--- src/rtl/core/crc8afc_pkg.sv ---
// ----------------------------------------------------------------------------
// crc8afc_pkg
// Types, constants and CRC helpers for the CRC-8 ASCII frame checker.
// ----------------------------------------------------------------------------
package crc8afc_pkg;

  localparam int unsigned LEN_W  = 9;
  localparam int unsigned IDX_W  = 2;

  localparam logic [7:0] CRC_POLY    = 8'hD5;
  localparam logic [7:0] ASCII_ZERO  = 8'h30;
  localparam logic [7:0] ASCII_LOW_A = 8'h61;
  localparam logic [3:0] DEC_DIGITS  = 4'd10;

  localparam logic [7:0]       ADDR_CHAR_RST = 8'd67;
  localparam logic [LEN_W-1:0] FRAME_LEN_RST = 9'd32;

  // configuration register indexes
  localparam logic [IDX_W-1:0] CFG_ADDR_FIRST  = 2'd0;
  localparam logic [IDX_W-1:0] CFG_ADDR_SECOND = 2'd1;
  localparam logic [IDX_W-1:0] CFG_FRAME_LEN   = 2'd2;

  typedef enum logic [1:0] {
    ST_OK       = 2'd0,
    ST_BAD_ADDR = 2'd1,
    ST_BAD_LEN  = 2'd2,
    ST_BAD_CRC  = 2'd3
  } status_t;

  // One byte of CRC-8, MSB first, no reflection.
  function automatic logic [7:0] crc_fold(input logic [7:0] crc, input logic [7:0] b);
    logic [7:0] c;
    c = crc ^ b;
    for (int k = 0; k < 8; k++) begin
      c = c[7] ? ((c << 1) ^ CRC_POLY) : (c << 1);
    end
    return c;
  endfunction

  // Lowercase ASCII hex digit of a nibble.
  function automatic logic [7:0] hex_digit(input logic [3:0] nib);
    logic [7:0] d;
    if (nib < DEC_DIGITS) begin
      d = ASCII_ZERO + {4'b0, nib};
    end else begin
      d = ASCII_LOW_A + {4'b0, nib} - {4'b0, DEC_DIGITS};
    end
    return d;
  endfunction

endpackage

--- src/rtl/core/crc8_ascii_frame_checker_top.sv ---
// ----------------------------------------------------------------------------
// crc8_ascii_frame_checker_top
// Checks address, length and trailing hex CRC-8 of ASCII response frames,
// forwarding payload bytes as they arrive.
// ----------------------------------------------------------------------------
// An accepted input byte's result is registered and shown in the cycle
// after it is taken. Throughput: one byte per cycle unless the result
// stream stalls; the per-byte CRC fold (eight xor/shift steps) and the
// end-of-frame compare sit between frame state and result register.
// Reset: rst_n synchronous, active low; clears frame state, output valid and
// restores the configuration registers to their defaults.
module crc8_ascii_frame_checker_top
  import crc8afc_pkg::*;
#(
  parameter int unsigned MAX_FRAME     = 256,
  parameter int unsigned PAYLOAD_START = 10
) (
  input  logic                clk,
  input  logic                rst_n,
  // configuration
  input  logic                cfg_we,
  input  logic [IDX_W-1:0]    cfg_index,
  input  logic [LEN_W-1:0]    cfg_wdata,
  // input stream
  input  logic                in_tvalid,
  output logic                in_tready,
  input  logic [7:0]          in_tdata,   // [7:0] rx_byte
  input  logic                in_tlast,   // frame_end
  // result stream
  output logic                out_tvalid,
  input  logic                out_tready,
  output logic [31:0]         out_tdata,  // [7:0] payload_byte, [9:8] status,
                                          // [17:10] device_type,
                                          // [25:18] device_number, [31:26] zero
  output logic                out_tuser,  // payload_valid
  output logic                out_tlast   // frame_done
);

  localparam int unsigned CW   = $clog2(MAX_FRAME + 1);
  localparam int unsigned CMPW = (CW > 10) ? CW : 10;
  localparam logic [CW-1:0]   MAX_CNT = CW'(MAX_FRAME);
  localparam logic [CMPW-1:0] PAY_POS = CMPW'(PAYLOAD_START);

  // configuration
  logic [7:0]       addr_first_r;
  logic [7:0]       addr_second_r;
  logic [LEN_W-1:0] frame_len_r;

  // frame state
  logic [7:0]    crc_r,      crc_nxt;
  logic [CW-1:0] byte_cnt_r, byte_cnt_nxt;
  logic [7:0]    held0_r,    held0_nxt;
  logic [7:0]    held1_r,    held1_nxt;
  logic          addr_ok_r,  addr_ok_nxt;
  logic [7:0]    first_r,    first_nxt;
  logic [7:0]    second_r,   second_nxt;

  // result register
  logic          out_valid_r;
  logic          pay_valid_r, pay_valid_nxt;
  logic [7:0]    pay_byte_r,  pay_byte_nxt;
  logic          done_r,      done_nxt;
  status_t       status_r,    status_nxt;
  logic [7:0]    dev_type_r,  dev_type_nxt;
  logic [7:0]    dev_num_r,   dev_num_nxt;

  logic            in_acc;
  logic [CMPW-1:0] pos_x;
  logic [CMPW-1:0] flen_x;
  logic [CMPW-1:0] len_x;
  logic            in_payload;

  assign in_tready = !out_valid_r || out_tready;
  assign in_acc    = in_tvalid && in_tready;

  always_comb begin
    pos_x  = CMPW'(byte_cnt_r);
    flen_x = CMPW'(frame_len_r);

    first_nxt   = first_r;
    second_nxt  = second_r;
    addr_ok_nxt = addr_ok_r;
    if (byte_cnt_r == '0) begin
      first_nxt = in_tdata;
      if (in_tdata != addr_first_r) addr_ok_nxt = 1'b0;
    end else if (byte_cnt_r == CW'(1)) begin
      second_nxt = in_tdata;
      if (in_tdata != addr_second_r) addr_ok_nxt = 1'b0;
    end

    in_payload = (flen_x >= CMPW'(2)) && (pos_x >= PAY_POS) &&
                 (pos_x < flen_x - CMPW'(2));

    // two-byte delay line; bytes leaving it enter the CRC
    crc_nxt   = (byte_cnt_r >= CW'(2)) ? crc_fold(crc_r, held0_r) : crc_r;
    held0_nxt = held1_r;
    held1_nxt = in_tdata;

    byte_cnt_nxt = (byte_cnt_r < MAX_CNT) ? byte_cnt_r + CW'(1) : byte_cnt_r;
    len_x        = CMPW'(byte_cnt_nxt);

    pay_valid_nxt = in_payload;
    pay_byte_nxt  = in_payload ? in_tdata : 8'h00;
    done_nxt      = in_tlast;
    status_nxt    = ST_OK;
    dev_type_nxt  = 8'h00;
    dev_num_nxt   = 8'h00;

    if (in_tlast) begin
      if (len_x < CMPW'(2) || !addr_ok_nxt) begin
        status_nxt = ST_BAD_ADDR;
      end else if (len_x != flen_x) begin
        status_nxt = ST_BAD_LEN;
      end else if (held0_nxt != hex_digit(crc_nxt[7:4]) ||
                   held1_nxt != hex_digit(crc_nxt[3:0])) begin
        status_nxt = ST_BAD_CRC;
      end
      dev_type_nxt = first_nxt;
      dev_num_nxt  = second_nxt - ASCII_ZERO;
      // restart frame state for the next frame
      crc_nxt      = 8'h00;
      byte_cnt_nxt = '0;
      held0_nxt    = 8'h00;
      held1_nxt    = 8'h00;
      addr_ok_nxt  = 1'b1;
      first_nxt    = 8'h00;
      second_nxt   = 8'h00;
    end
  end

  always_ff @(posedge clk) begin
    if (!rst_n) begin
      addr_first_r  <= ADDR_CHAR_RST;
      addr_second_r <= ADDR_CHAR_RST;
      frame_len_r   <= FRAME_LEN_RST;
    end else if (cfg_we) begin
      case (cfg_index)
        CFG_ADDR_FIRST:  addr_first_r  <= cfg_wdata[7:0];
        CFG_ADDR_SECOND: addr_second_r <= cfg_wdata[7:0];
        CFG_FRAME_LEN:   frame_len_r   <= cfg_wdata;
        default: ;
      endcase
    end
  end

  always_ff @(posedge clk) begin
    if (!rst_n) begin
      crc_r      <= 8'h00;
      byte_cnt_r <= '0;
      held0_r    <= 8'h00;
      held1_r    <= 8'h00;
      addr_ok_r  <= 1'b1;
      first_r    <= 8'h00;
      second_r   <= 8'h00;
    end else if (in_acc) begin
      crc_r      <= crc_nxt;
      byte_cnt_r <= byte_cnt_nxt;
      held0_r    <= held0_nxt;
      held1_r    <= held1_nxt;
      addr_ok_r  <= addr_ok_nxt;
      first_r    <= first_nxt;
      second_r   <= second_nxt;
    end
  end

  always_ff @(posedge clk) begin
    if (!rst_n) begin
      out_valid_r <= 1'b0;
    end else if (in_acc) begin
      out_valid_r <= 1'b1;
    end else if (out_tready) begin
      out_valid_r <= 1'b0;
    end
  end

  always_ff @(posedge clk) begin
    if (in_acc) begin
      pay_valid_r <= pay_valid_nxt;
      pay_byte_r  <= pay_byte_nxt;
      done_r      <= done_nxt;
      status_r    <= status_nxt;
      dev_type_r  <= dev_type_nxt;
      dev_num_r   <= dev_num_nxt;
    end
  end

  assign out_tvalid = out_valid_r;
  assign out_tuser  = pay_valid_r;
  assign out_tlast  = done_r;
  assign out_tdata  = {6'b0, dev_num_r, dev_type_r, status_r, pay_byte_r};

`ifndef NO_ASSERTIONS
  // frame state is back to its idle values after a frame end
  a_frame_restart: assert property (@(posedge clk) disable iff (!rst_n)
    in_acc && in_tlast |=> byte_cnt_r == '0 && addr_ok_r && crc_r == 8'h00)
    else $error("frame state not cleared after frame end");

  // byte count saturates
  a_cnt_sat: assert property (@(posedge clk) disable iff (!rst_n)
    byte_cnt_r <= MAX_CNT)
    else $error("byte count above maximum frame size");

  // frame report fields stay zero except on the frame's last byte
  a_report_only_at_end: assert property (@(posedge clk) disable iff (!rst_n)
    out_valid_r && !done_r |-> status_r == ST_OK && dev_type_r == 8'h00 &&
                               dev_num_r == 8'h00)
    else $error("frame report outside frame end");

  // a held result blocks new input
  a_stall_blocks_input: assert property (@(posedge clk) disable iff (!rst_n)
    out_valid_r && !out_tready |-> !in_tready)
    else $error("input taken while result is stalled");

  // a result is pending in the cycle after each accepted byte
  a_result_follows: assert property (@(posedge clk) disable iff (!rst_n)
    in_acc |=> out_valid_r)
    else $error("accepted byte produced no result");
`endif

endmodule

--- config.mk ---
export PLATFORM = sky130hd
export DESIGN_NAME = crc8_ascii_frame_checker_top
export DESIGN_NICKNAME = d
export VERILOG_FILES = /design/src/rtl/core/crc8afc_pkg.sv /design/src/rtl/core/crc8_ascii_frame_checker_top.sv
export SDC_FILE = /design/constraint.sdc
export NUM_CORES = 1
export LEC_CHECK = 0
export BUFFER_PORTS_ARGS = -buffer_cell sky130_fd_sc_hd__buf_2
export CORE_MARGIN = 1.5
export CORE_UTILIZATION = 64
export CTS_CLUSTER_DIAMETER = 60
export DETAILED_ROUTE_END_ITERATION = 16
export HOLD_SLACK_MARGIN = 0.02
export PLACE_DENSITY = 0.95
export SYNTH_ARGS = -nofsm -noshare
export SYNTH_HDL_FRONTEND = slang
export SYNTH_SLANG_ARGS = --single-unit
--- constraint.sdc ---
create_clock -name clk -period 9.65 [get_ports clk]
set_input_delay 0.965 -clock clk [delete_from_list [all_inputs] [get_ports clk]]
set_output_delay 0.965 -clock clk [all_outputs]
set_load 0.1 [all_outputs]
* Yosys cells after proc, flatten, opt, wreduce, memory -nomap -nowiden
Index checks and enable logic that the tools add are counted. Widths: inputs -> output; s select.
Operators by class: equal/unequal tests 8, $lt $le $gt $ge 8, add/subtract/negate cells 9, bitwise operators 10, multiplexer cells 37, reduce and logical (&&, ||, !) cells 15
Operators with widths (number):
- $mux 8 | 25
- $not 5->5 | 8
- $ne 8x8->1 | 4
- $ge 9x2->1 const B | 2
- $mux 9 | 2
- $add 7x4->8 const A | 2
- $sub 8x4->8 const B | 2
- $add 6x4->7 const A | 2
- $lt 9x10->1 | 1
- $sub 9x2->10 const B | 1
- $add 9x1->9 const B | 1
- $eq 9x1->1 const B | 1
- $ge 9x4->1 const B | 1
- $logic_not 9->1 | 1
- $lt 9x2->1 const B | 1
- $lt 9x9->1 const B | 1
- $ne 9x9->1 | 1
- $lt 4x4->1 const B | 2
- $mux 1 | 8
- $sub 8x6->8 const B | 1
- $xor 8x8->8 | 1
- $reduce_and 2->1 | 3
- $mux 2 | 2
- $logic_and 1x1->1 | 3
- 8 further kinds | 11
Word-level totals: output and inout bits 36, input port bits 25, flip-flop bits (word level) 104, logic and storage cells 105

* Depth between registers and ports, before layout
Gate-level depths: netlist of run 1.
word-level depth 29, mapped depth 15

* Least setup slack after synthesis of run 1
OpenSTA, ideal clock, no wires.
path kind input to register, from input port out_tready, to register dev_num_r[0] (enable), setup slack 5.759 ns, buffers on the path 2, data required time 9.247 ns, arrival 3.488 ns, stages 5, setup time 0.403 ns, cells stage by stage nand2b_1 nand2_1 inv_1 clkbuf_1 clkbuf_1
Between the ends: cells in the longest elaborated chain, start to end 2
Ends and longest elaborated chain:
- start: declaration | line crc8_ascii_frame_checker_top.sv:31 | input logic out_tready,
- $logic_or 1x1->1 | line crc8_ascii_frame_checker_top.sv:73 | assign in_tready = !out_valid_r || out_tready;
- $logic_and 1x1->1 | line crc8_ascii_frame_checker_top.sv:74 | assign in_acc = in_tvalid && in_tready;
- net in_acc | line crc8_ascii_frame_checker_top.sv:67 | logic in_acc;
- end signal: assignment | line crc8_ascii_frame_checker_top.sv:183 | dev_num_r <= dev_num_nxt;
- end: declaration | line crc8_ascii_frame_checker_top.sv:65 | logic [7:0] dev_num_r, dev_num_nxt;
The timed path passes the listed nets, and every way through them passes these cells. A chain may end at the register's enable or synchronous reset.

* Final worst setup path of run 1
from register byte_cnt_r[8], to register status_r[0] (data pin)
Between the ends: cells in the longest elaborated chain, start to end 13
Ends and longest elaborated chain:
- start: declaration | line crc8_ascii_frame_checker_top.sv:51 | logic [CW-1:0] byte_cnt_r, byte_cnt_nxt;
- start signal: assignment | line crc8_ascii_frame_checker_top.sv:157 | byte_cnt_r <= byte_cnt_nxt;
- $ge 9x2->1 | line crc8_ascii_frame_checker_top.sv:95 | crc_nxt = (byte_cnt_r >= CW'(2)) ? crc_fold(crc_r, held0_r) : crc_r;
- $mux 8 | line crc8_ascii_frame_checker_top.sv:95
- $add 7x4->8 | line crc8afc_pkg.sv:46 | d = ASCII_LOW_A + {4'b0, nib} - {4'b0, DEC_DIGITS};
- $sub 8x4->8 | line crc8afc_pkg.sv:46
- $mux 8 | line crc8afc_pkg.sv:43 | if (nib < DEC_DIGITS) begin
- $mux 8 | line crc8_ascii_frame_checker_top.sv:112 | end else if (len_x != flen_x) begin
- $mux 8 | line crc8_ascii_frame_checker_top.sv:110 | if (len_x < CMPW'(2) || !addr_ok_nxt) begin
- $mux 8 | line crc8_ascii_frame_checker_top.sv:109 | if (in_tlast) begin
- $ne 8x8->1, on equally long branches | line crc8_ascii_frame_checker_top.sv:114, crc8_ascii_frame_checker_top.sv:115
- $logic_or 1x1->1 | line crc8_ascii_frame_checker_top.sv:114 | end else if (held0_nxt != hex_digit(crc_nxt[7:4]) ||
- $mux 2 | line crc8_ascii_frame_checker_top.sv:114
- $mux 2 | line crc8_ascii_frame_checker_top.sv:112
- $mux 1 * | line crc8_ascii_frame_checker_top.sv:110
- end signal: assignment | line crc8_ascii_frame_checker_top.sv:181 | status_r <= status_nxt;
- end: declaration | line crc8_ascii_frame_checker_top.sv:63 | status_t status_r, status_nxt;
Mark *: on every way between the ends. The rest lies on a longest branch, timed or not. The select of a mux whose other input is x is not followed.

==> flow_summary_export.csv, run 1 <==
group,metric,value,unit
floorplanning,placementRows,35,
global_route,antenna_found_initial,0,
global_route,grt_pass1_vias,4476,
yosys,synthCells,632,
timing,tightestPinTransition,1.069,ns
yosys,yosysTopAreaCellShare,0.2531,
yosys,synth_edf_count,28,
cts,cts_buffer_depth,2,
cts,worstSkewPairLatency,0.39,ns
global_route,grt_max_degree,77,
critical_path,arrival,3.83,ns
flow_run,cap_violations,0,
critical_path,start_kind,"flip-flop",
placed_design,place_hpwl,9.646,mm
power,irDropWorstVdd,92.63,µV
floorplanning,ios,61,
critical_path,cpPeakStageDelay,0.55,ns
critical_path,critPathMaxFanout,12,
floorplanning,core-area,9153,µm²
min_path,hold_class,"flip-flop to flip-flop",
yosys,synthAdderAreaFrac,0.03330,
critical_path,cp_slowest_cell,"nand3_1",
cts,cts_sinks,104,
yosys,avgSynthCellArea,9.513,µm²
global_route,grt_usage,0.2846,
power,pwr_density_cell,138.1,nW/µm²
floorplanning,initial_core_util,0.6569,
route,drcViolationCount,0,
route,routedWlPerCell,17.59,µm
yosys,synth_cell_types,61,
critical_path,worstPathCellList,"nor4_1, nand3_1, mux2i_2, ha_1, nor4b_1, o211ai_1, o31ai_1, xnor2_1, nand4_1, o31ai_1, a21oi_1",
power,power,0.0008905,W
cts,cts_tree,"built",
timing,period_needed,3.717,ns
timing,final-hold-violation-count,0,
finish,final_common_cell,"dfxtp_1",
critical_path,rrSetupSlack,5.93,ns
route,wl,13.67,mm
critical_path,end_kind,"flip-flop",
global_route,grt_overflow,0,
min_path,min_from,"held1_r[5]",
route,dr_total_vias,4655,
yosys,synthFlopType,"dfxtp_1",
cts,htreeDepth,3,
finish,nNetsFinal,702,
finish,syn2layout_area_growth,7.263,%
yosys,yosysTopAreaCell,"dfxtp_1",
yosys,yosys_warnings,0,
cts,clkTransAtPathRegs,0.10,ns
min_path,min_to,"held1_r[5]",
timing,skew,0.01767,ns
critical_path,startpoint,"byte_cnt_r[8]",
yosys,synth_top_family_by_area,"simple AND/OR/NAND/NOR gates",
timing,finalMaxSlewViolations,0,
cts,post_cts_buffers,0,
yosys,synth-compound-area-share,0.1147,
cts,cts_inserted_buffers,9,
floorplanning,die_width,99.92,µm
route,via_per_inst,5.991,
critical_path,r2r_start,"byte_cnt_r[8]",
timing,rsz0062_at_grt,"false",
timing,min_period_over_period,0.3852,
timing,maxSlewHeadroom,0.2876,
timing,setup_viol,0,
yosys,synth.area.top_cells,"dfxtp_1 25%, edfxtp_1 14%, mux2i_1 7.7%",
finish,num_antenna_cells,0,
power,p_leak,2.605,nW
yosys,ys_ff_latch,104,
yosys,synthSimpleGateAreaFrac,0.1925,
critical_path,critPathKind,"flip-flop to flip-flop",
yosys,synthesis.area,6012,µm²
yosys,synthArstFlopShare,0,
critical_path,r2r_cells,11,
route,drt_iter0_drc,395,
finish,final_cell_mix,"76 x dfxtp_1, 63 x nand2_1, 60 x nor2b_1, 54 x buf_2, 46 x mux2i_1",
yosys,synth_mux_area_frac,0.08450,
timing,timing.fmax,0.2690,GHz
cts,cts_resized,0,
placed_design,gp_congestion,0.9513,
yosys,synth_xor_area_frac,0.1399,
cts,cts_hold_buf,0,
global_route,grt_pass1_wl,22.22,mm
finish,drive_gt1_frac,0.1351,
placed_design,io_buffer_count,54,
critical_path,critical_path_required,9.76,ns
timing,fin_tns_setup,0,ns
critical_path,r2r_end,"status_r[0]",
outcome,outcome,"finished, final reports clean",
critical_path,crit_top_cell,"o31ai_1",
min_path,holdPathStages,2,
floorplanning,die_y,99.92,µm
route,detail-route-antenna-nets,0,
yosys,synth-seq-area-share,0.3929,
cts,root_buffer,"clkbuf_8",
route,drtPass1Iterations,5,
floorplanning,die-area,9984,µm²
==> area by class of cell <==
| type | count | area [µm²] |
|---|---|---|
| clock buffer | 10 | 127.6 |
| tap | 111 | 138.9 |
| sequential | 104 | 2362 |
| timing repair buffer | 58 | 300.3 |
| fill | 647 | 2704 |
| multi-input combinational | 474 | 3418 |
| inverter | 14 | 52.55 |
| clock inverter | 6 | 48.80 |
==> worst max-delay path by stage <==
stage	endpoint	slack, ns	depth (start not counted)
2_1_floorplan	dev_num_r[0]	5.76	5
3_3_place_gp	status_r[0]	6.19	13
3_5_place_dp	status_r[0]	6.02	13
4_1_cts	status_r[0]	5.99	11
5_1_grt	status_r[0]	5.72	11
6_report	status_r[0]	5.93	11
==> state kept, by name (all words and copies together) (netlist names), 2 cells and up <==
name           flops
second_r           8
held0_r            8
dev_type_r         8
addr_first_r       8
dev_num_r          8
status_r           2
frame_len_r        9
crc_r              8
pay_byte_r         8
addr_second_r      8
first_r            8
byte_cnt_r         9
held1_r            8
==> metal layers <==
layer  up-vias  track usage  share of wire  routed length [µm]
li1       2234            -              -                   -
met1      2211       0.3707           0.42                5758
met2       178       0.4610           0.49                6633
met3        32      0.06337          0.066                 902
met4         0       0.1159          0.027                 374
met5         -            0              0                   0
==> per-stage QoR <==
stage | utilization | hold WS, ns | instance area (µm²) | setup slack, ns | instances
after CTS | 0.7046 | 0.5020 | 6449 | 5.986 | 777
after global placement | 0.6853 | 0.4663 | 6272 | 6.185 | 761
after global routing | 0.7046 | 0.5254 | 6449 | 5.721 | 777
after detailed placement | 0.6853 | 0.4823 | 6272 | 6.015 | 761
final | 0.7046 | 0.4966 | 6449 | 5.933 | 777
after floorplan | - | 0.4470 | 6031 | 5.759 | 637
==> Yosys cell counts (all sizes together) (14+ instances only) <==
cell	n
mux2i	47
o21ai	16
xor2	20
nor2	37
xnor2	48
a22oi	23
ha	16
a21oi	25
inv	14
clkbuf	34
edfxtp	28
dfxtp	76
nor2b	60
nand2	63
==> report_power, final <==
part           switching, W  leakage (nW)  total (W)  internal [W]
Combinational      0.000120          1.62   0.000162     0.0000420
Clock              0.000159        0.0925   0.000258     0.0000983
Sequential       0.00000917         0.897   0.000471      0.000462
==> logic make-up after synthesis <==
logic type | Yosys count
flops | 104
xor+xnor | 75
buf+inv | 59
other cells | 1
simple gates | 224
compound gates | 103
fa+ha+maj | 16
mux | 50
==> worst max-delay path: cells and delay by family, from the launching register on <==
family | cells | cell delay (ns)
mux | 1 | 0.47
xor+xnor | 1 | 0.17
flops | 1 | 0.43
simple gates | 4 | 1.49
compound gates | 4 | 0.63
fa+ha+maj | 1 | 0.25
Note: power is estimated with default switching activity, not from simulation.
==> run 2, diff against run 1 <==
Settings changed: ABC_AREA set to 1, CORE_UTILIZATION 64 to 54, PLACE_DENSITY 0.95 to 0.87.
Clock period 9.65 ns to 3.1 ns, I/O delays scaled along.
==> run 2 against run 1 <==
Net effect: final cell count increased by 34%; synthesized area up 0.50%; die area rose by 19%; power rose to 3.2 times the previous value; core utilization shrank 9.0 points; wire length grew 3.5%; first-iteration DRC count shrank 18%; synthesized cell count rose by 33%; critical endpoint is now status_r[1].
==> flow_summary_export.csv, run 2 <==
group,metric,value,unit
route,met3_wirelength,959,µm
critical_path,critical_path_required,3.25,ns
floorplanning,core-area,10890,µm²
placed_design,dpl_cell_area,6441,µm²
yosys,yosys_warnings,0,
cts,htreeDepth,3,
yosys,synthFlopType,"dfxtp_1",
flow_run,cap_violations,0,
route,dr_total_vias,5570,
timing,period_needed,2.828,ns
global_route,grt_max_degree,52,
critical_path,critPathKind,"flip-flop to flip-flop",
global_route,grt_pass1_vias,5125,
power,p_leak,3.055,nW
route,via_per_inst,5.351,
yosys,synth_cell_types,43,
cts,worstSkewPairLatency,0.38,ns
finish,syn2layout_area_growth,10.66,%
floorplanning,initial_core_util,0.5549,
floorplanning,die_width,108.8,µm
yosys,synth-seq-area-share,0.3910,
route,detail-route-antenna-nets,0,
placed_design,io_buffer_count,54,
global_route,grt_usage,0.2487,
timing,final-hold-violation-count,0,
finish,design_area,6686,µm²
timing,finalMaxSlewViolations,0,
route,drt-met1-wl,6.067,mm
placed_design,place_hpwl,10.27,mm
power,pwr_density_cell,429.7,nW/µm²
timing,maxSlewHeadroom,0.6103,
power,power.internal,0.001887,W
critical_path,end_kind,"flip-flop",
power,seq_power_share,0.513,
cts,cts_hold_buf,0,
cts,cts_tree,"built",
finish,final_common_cell,"nand2_1",
route,drcViolationCount,0,
floorplanning,die_y,108.8,µm
yosys,yosysTopAreaCell,"dfxtp_1",
power,switching_share,0.3433,
floorplanning,die-area,11830,µm²
yosys,ys_ff_latch,104,
finish,filler_cell_count,938,
cts,cts_sinks,104,
cts,root_buffer,"clkbuf_8",
floorplanning,ios,61,
timing,setup_ws,0.2715,ns
yosys,synthesis.area,6042,µm²
yosys,synthArstFlopShare,0,
critical_path,critPathMaxFanout,5,
outcome,outcome,"finished, final reports clean",
route,drtPass1Iterations,7,
finish,multi_input_area,3208,µm²
timing,skew,0.01006,ns
critical_path,arrival,2.98,ns
yosys,synth.area.top_cells,"dfxtp_1 25%, nand2_1 15%, edfxtp_1 14%",
yosys,synth_edf_count,28,
timing,timing.fmax,0.3535,GHz
min_path,hold_class,"primary input to flip-flop",
cts,clkTransAtPathRegs,0.11,ns
placed_design,pre_cts_ws,0.3196,ns
global_route,grt_pass1_wl,23.07,mm
yosys,yosys.cell_count.top_type,"nand2_1",
timing,setup_viol,0,
placed_design,gp_congestion,0.8854,
route,top_layer,"met4",
global_route,grt_overflow,0,
finish,register_area,2382,µm²
critical_path,start_kind,"flip-flop",
cts,cts_inserted_buffers,9,
yosys,yosysTopAreaCellShare,0.2518,
global_route,antenna_found_initial,0,
power,irDropWorstVdd,359.8,µV
timing,tightestPinTransition,0.5846,ns
timing,min_period_over_period,0.9124,
finish,drive_gt1_frac,0.1820,
floorplanning,placementRows,38,
route,drt_iter0_drc,325,
finish,nNetsFinal,937,
yosys,avgSynthCellArea,7.176,µm²
power,clockPowerShare,0.295,
route,routedWlPerCell,13.59,µm
finish,final_cell_mix,"236 x nand2_1, 82 x inv_1, 67 x nor2_1, 66 x a21oi_1, 64 x dfxtp_1",
power,switchingPower,0.0009866,W
yosys,synthCells,842,
power,p_comb_frac,0.192,
yosys,ys_top_cells_by_count,"239 x nand2_1, 82 x inv_1, 76 x dfxtp_1",
cts,cts_buffer_depth,2,
finish,num_antenna_cells,0,
finish,top_regs,"byte_cnt_r: 9 flops, frame_len_r: 9 flops",
route,wl_met2,6.701,mm
timing,hold_ws,0.1697,ns
route,wl,14.14,mm
[run 2: cell types whose count changed after synthesis, sizes merged, moves of 26 or more]
cell   previous run  this run
a21oi            25        66
inv              14        92
mux2i            47         0
nand2            63       277
nand3             8        56
nor2             37        72
nor2b            60         0
o21ai            16        42
xnor2            48        12
[run 2: metrics by stage]
step,utilization,cells,setup TNS (ns),total power (W)
2_1_floorplan,-,847,0,0.001933
3_3_place_gp,0.5916,1022,0,0.002036
3_5_place_dp,0.5916,1022,0,0.002048
4_1_cts,0.6095,1038,0,0.002872
5_1_grt,0.6141,1041,-0.0008269,0.002974
6_report,0.6141,1041,0,0.002873
[run 2: kinds of logic (layout without fill, tap and decap cells)]
| logic type | Yosys count | after routing | synth area share |
|---|---|---|---|
| flops | 104 | 104 | 0.3910 |
| fa+ha+maj | 16 | 16 | 0.03313 |
| xor+xnor | 36 | 36 | 0.05343 |
| other cells | 1 | 6 | 0.0006207 |
| compound gates | 122 | 122 | 0.1079 |
| simple gates | 439 | 439 | 0.3311 |
| buf+inv | 124 | 178 | 0.08283 |
[run 2: layout make-up]
type	count	area share
clock buffers	9	0.01853
clock inverters	7	0.01067
inverters	95	0.05352
multi-input cells	619	0.4798
flip-flops and latches	104	0.3563
well taps	140	0.02620
repair buffers	67	0.05502
[run 2: path summary, 6_finish.rpt]
path	start	end	slack, ns	cells past startpoint
max reg2reg	crc_r[5]	status_r[1]	0.27	26
min	cfg_wdata[8]	frame_len_r[8]	0.17	3
min reg2reg	first_r[0]	first_r[0]	0.47	2
max	crc_r[5]	status_r[1]	0.27	26
[run 2: routing by layer]
| layer | GRT usage | vias up |
|---|---|---|
| li1 | - | 2788 |
| met1 | 0.3157 | 2549 |
| met2 | 0.4160 | 196 |
| met3 | 0.04363 | 37 |
| met4 | 0.1062 | 0 |
| met5 | 0 | - |
[run 2: what timing repair did]
item                       4_1_cts  5_1_grt
setup buffers                    0        3
setup endpoints to repair        0        2
gates resized for setup          0       17
[run 2: worst max-delay path, cell delays in order, from the launching register on]
cell,delay [ns]
dfxtp_2,0.36
inv_1,0.06
nand2_1,0.06
nand2_1,0.08
nand2_2,0.10
nand2_4,0.07
nand2_2,0.08
inv_2,0.05
nor2_4,0.14
nand2_4,0.09
nand2_4,0.09
inv_1,0.05
nand2_1,0.08
nand3_1,0.09
nand2_1,0.11
inv_1,0.05
ha_1,0.20
nand3_1,0.11
nand3_1,0.08
nand2_1,0.06
nand2_1,0.05
a21oi_1,0.12
nand2_1,0.08
nor2_2,0.10
nand4_1,0.11
nand3_1,0.10
inv_1,0.05
[run 2: power groups by stage]
stage	clock network, W	registers, W	logic (W)
6_report	0.000847	0.00148	0.000551
2_1_floorplan	0	0.00167	0.000266
3_5_place_dp	0	0.00151	0.000541
4_1_cts	0.000852	0.00148	0.000543
3_3_place_gp	0	0.00151	0.000531
5_1_grt	0.000898	0.00148	0.000594
